### src/hdl/spq_pkg.sv
// ---------------------------------------------------------------------------
// Sorted priority queue package
// Shared sizes, status codes and entry types for the sorted queue chain.
// ---------------------------------------------------------------------------
`timescale 1ns / 1ps

package spq_pkg;

  // Queue capacity and derived widths
  localparam int DEPTH      = 64;
  localparam int CNT_W      = $clog2(DEPTH + 1);
  localparam int DATA_W     = 32;
  localparam int PRIO_W     = 16;
  localparam int OUT_CNT_W  = 7;
  localparam int STATUS_W   = 2;

  // Stream packing
  localparam int IN_TDATA_W  = 48;
  localparam int OUT_TDATA_W = 56;

  // Mode codes
  localparam logic MODE_INSERT = 1'b0;
  localparam logic MODE_REMOVE = 1'b1;

  // Status codes
  localparam logic [STATUS_W-1:0] ST_DONE  = 2'd0;
  localparam logic [STATUS_W-1:0] ST_FULL  = 2'd1;
  localparam logic [STATUS_W-1:0] ST_EMPTY = 2'd2;

  // One stored entry
  typedef struct packed {
    logic [PRIO_W-1:0]        prio;
    logic signed [DATA_W-1:0] data;
  } entry_t;

  // Broadcast control to every cell
  typedef struct packed {
    logic                     ins;
    logic                     rem;
    logic [PRIO_W-1:0]        prio;
    logic signed [DATA_W-1:0] data;
  } cell_ctl_t;

endpackage

### src/hdl/spq_cell.sv
// ---------------------------------------------------------------------------
// Sorted priority queue cell
// Holds one entry; on insert it keeps, takes the new item or takes its left
// neighbour; on remove it takes its right neighbour.
// ---------------------------------------------------------------------------
`timescale 1ns / 1ps

module spq_cell import spq_pkg::*; (
  input  logic      clk,
  input  cell_ctl_t ctl,
  input  logic      occ,      // slot lies below the fill count
  input  entry_t    left_e,
  input  logic      left_ge,  // left neighbour stays ahead of the new item
  input  entry_t    right_e,
  output entry_t    ent,
  output logic      ge        // this entry stays ahead of the new item
);

  entry_t ent_r;
  entry_t ent_nxt;
  entry_t new_e;

  assign new_e = '{prio: ctl.prio, data: ctl.data};

  // Entries of equal or higher priority stay in place
  assign ge = occ && (ent_r.prio >= ctl.prio);

  // Next entry
  always_comb begin
    ent_nxt = ent_r;
    if (ctl.ins && !ge) begin
      ent_nxt = left_ge ? new_e : left_e;
    end else if (ctl.rem) begin
      ent_nxt = right_e;
    end
  end

  always_ff @(posedge clk) begin
    ent_r <= ent_nxt;
  end

  assign ent = ent_r;

endmodule

### config.mk
export PLATFORM = sky130hd
export DESIGN_NAME = spq_cell
export DESIGN_NICKNAME = d
export VERILOG_FILES = /design/src/hdl/spq_pkg.sv /design/src/hdl/spq_cell.sv
export SDC_FILE = /design/constraint.sdc
export NUM_CORES = 1
export LEC_CHECK = 0
export BUFFER_PORTS_ARGS = -buffer_cell sky130_fd_sc_hd__buf_2
export CORE_MARGIN = 2
export CORE_UTILIZATION = 43
export DETAILED_ROUTE_END_ITERATION = 10
export PLACE_DENSITY_LB_ADDON = 0.05
export SYNTH_ARGS = -nofsm -noshare
export SYNTH_HDL_FRONTEND = slang
export SYNTH_SLANG_ARGS = --single-unit
### constraint.sdc
create_clock -name clk -period 4.65 [get_ports clk]
set_clock_uncertainty 0.2 [all_clocks]
set_input_delay 0.465 -clock clk [delete_from_list [all_inputs] [get_ports clk]]
set_output_delay 0.465 -clock clk [all_outputs]
set_load 0.03 [all_outputs]
==> out/metrics.yaml <==
status: "finished, final reports clean"
cts_tree: "done"
port_buffers: 197
power_switching_uw: 448
yosysMostFrequentCell: "mux2_2"
dr.pass1.iters: 4
area_delta_synth_final_pct: 38.9
dp_cells: 502
hold_viol_final: 0
synth_cells: 215
synthAdderAreaFrac: 0.0660
place_congestion: 0.776
required_ps: 4500
power.density_nw_per_um2: 328
num-nets-final: 578
grt.total_usage: 0.189
largest_reg_flops: 48
cp-end-kind: "flop"
muxShareOfSynthArea: 0.356
syn_avg_cell_area_um2: 14.1
drive_gt1_frac: 0.720
fmax_ghz: 0.291
synth_top_area_share: 0.475
post_cts_resized: 0
viasPerCell: 4.77
cts-root-buf: "clkbuf_8"
critical_path_arrival_ps: 3290
synth_compound_area_frac: 0.0301
diodes: 0
finalCritPeriodShare: 0.740
rr_startpoint: "ent[46]$_DFFE_PP_"
final_cell_count_no_fill: 510
worstHoldPathCells: 2
ys_ff_latch: 48
finalCriticalPeriod_ps: 3440
cts.sinks: 48
initial_core_util: 0.444
post-cts-setup-buffers: 0
core-area_um2: 6830
netlist_top_cells_area: "edfxtp_1 (47%), mux2_2 (32%), ha_1 (6.6%)"
h-tree-depth: 2
yosys-top-cells-count: "mux2_2 (87), edfxtp_1 (48), inv_1 (17)"
synth_top_family_by_area: "multiplexers"
clk_latency_ps: 300
io_pins: 198
ir_drop_mv: 0.193
clk_pin_slew_worst_paths_ps: 80
finalSetupViolCount: 0
routed_wl_mm: 7.40
synth-simple-area-share: 0.0309
wire_per_inst_um: 14.5
seqPwrFrac: 0.427
clkPwrFrac: 0.210
hold_end: "ent[45]$_DFFE_PP_"
critPathLaunchType: "flop"
cts_buffer_depth: 2
hold_start: "right_e[45]"
path_max_fanout: 17
setup_ws_ps: 1210
synth_ff_type: "edfxtp_1"
grt_setup_unrepaired: "false"
p_int_uw: 934
die_area_um2: 7750
grt_pass1_vias: 2473
synth_xor_area_frac: 0
combPwrFrac: 0.363
drt_iter0_markers: 64
holdWs_ps: 254
hp-class: "primary input to flop"
r2r_slack_ps: 1210
vias: 2431
yosysUniqueCellTypes: 25
ctsHoldBuffers: 0
reg2reg_to: "ent[10]$_DFFE_PP_"
grt_pass1_wl_mm: 11.2
yosys.area.top_type: "edfxtp_1"
leakagePower_uw: 0.00197
dp_slack_ps: 1020
synth_area_um2: 3040
yosys_warnings: 0
gr-total-overflow: 0
die-height_um: 88.0
power_uw: 1380
synth_nets: 380
grt_max_degree: 49
antenna_found_initial: 0
rows: 30
synth-edff-count: 48
path_class: "flop to flop"
die_w_um: 88.0
cts_buffers: 5
drv_slew: 0
yosysSeqAreaShare: 0.475
dp_hpwl_mm: 5.99
reg2reg_depth: 7
async_reset_ff_frac: 0
netSwitchingFraction: 0.324
slew_headroom: 0.293
antenna_left: 0
finalSetupTns_ps: 0
drc_errors: 0
tightest_slew_ps: 1060
maxCapViolCount: 0
[placed cells by master, fill, tap and decap left out, drive strengths merged]
cell,synthesis,final
buf,5,201
nor3,1,1
a31oi,1,1
a2111oi,1,1
nand3,1,1
edfxtp,48,48
bufinv,0,1
o211ai,1,1
nand2,4,4
or4,1,1
nand4,3,3
inv,17,17
a31o,1,1
or3,1,1
clkbuf,5,5
a21oi,4,4
nor4,2,2
mux2,96,96
a32oi,1,1
nor2,2,2
clkinv,0,2
nand2b,2,2
o21a,1,1
ha,16,16
o21ai,1,1
[metal layers]
| layer | GRT usage | up-vias | wire [µm] | share of wire |
|---|---|---|---|---|
| li1 | - | 1210 | - | - |
| met1 | 0.209 | 1100 | 2800 | 0.38 |
| met2 | 0.345 | 107 | 3830 | 0.52 |
| met3 | 0.0556 | 14 | 586 | 0.079 |
| met4 | 0.0675 | 0 | 185 | 0.025 |
| met5 | 0 | - | 0 | 0 |
[how the worst max path moves through the flow]
stage                                  from                end  slack [ps]  cells past startpoint
after CTS                 ent[46]$_DFFE_PP_  ent[12]$_DFFE_PP_        1150                      7
after global placement              ctl[47]  ent[24]$_DFFE_PP_        1090                      9
after detailed placement            ctl[47]  ent[10]$_DFFE_PP_        1020                      9
after global routing      ent[46]$_DFFE_PP_  ent[12]$_DFFE_PP_        1040                      7
after floorplan           ent[47]$_DFFE_PP_   ent[0]$_DFFE_PP_         620                      8
final                     ent[46]$_DFFE_PP_  ent[10]$_DFFE_PP_        1210                      7
[worst max-delay path: stages (launching register included)]
cell,delay [ps]
edfxtp_1,440
ha_1,320
nand4_1,140
or3_1,420
or4_4,520
a32oi_4,440
buf_4,350
mux2_2,370
[through the flow]
| step | util | cell area (µm²) |
|---|---|---|
| final | 0.617 | 4220 |
| after global routing | 0.617 | 4220 |
| after CTS | 0.617 | 4220 |
| after detailed placement | 0.602 | 4110 |
| after global placement | 0.602 | 4110 |
| after floorplan | - | 3040 |
[power groups by stage]
stage | sequential [µW] | clock (µW) | combinational [µW]
after global placement | 596 | 0 | 502
final | 589 | 291 | 501
after floorplan | 743 | 0 | 200
after detailed placement | 599 | 0 | 509
after CTS | 590 | 301 | 510
after global routing | 597 | 313 | 544
[logic make-up (layout without fill, tap and decap cells)]
family	Yosys count	in the layout
compound gates	11	11
fa+ha+maj	16	16
buf+inv	27	226
flops	48	48
mux	96	96
simple gates	17	17
[final cells by class]
type	instances	area (µm²)
inverter	17	63.8
fill	633	2620
clock buffer	5	68.8
sequential	48	1440
multi-input combinational	140	1470
timing repair buffer	201	1020
clock inverter	3	37.5
tap	96	120
No activity file was read; power rests on OpenSTA's default activity.
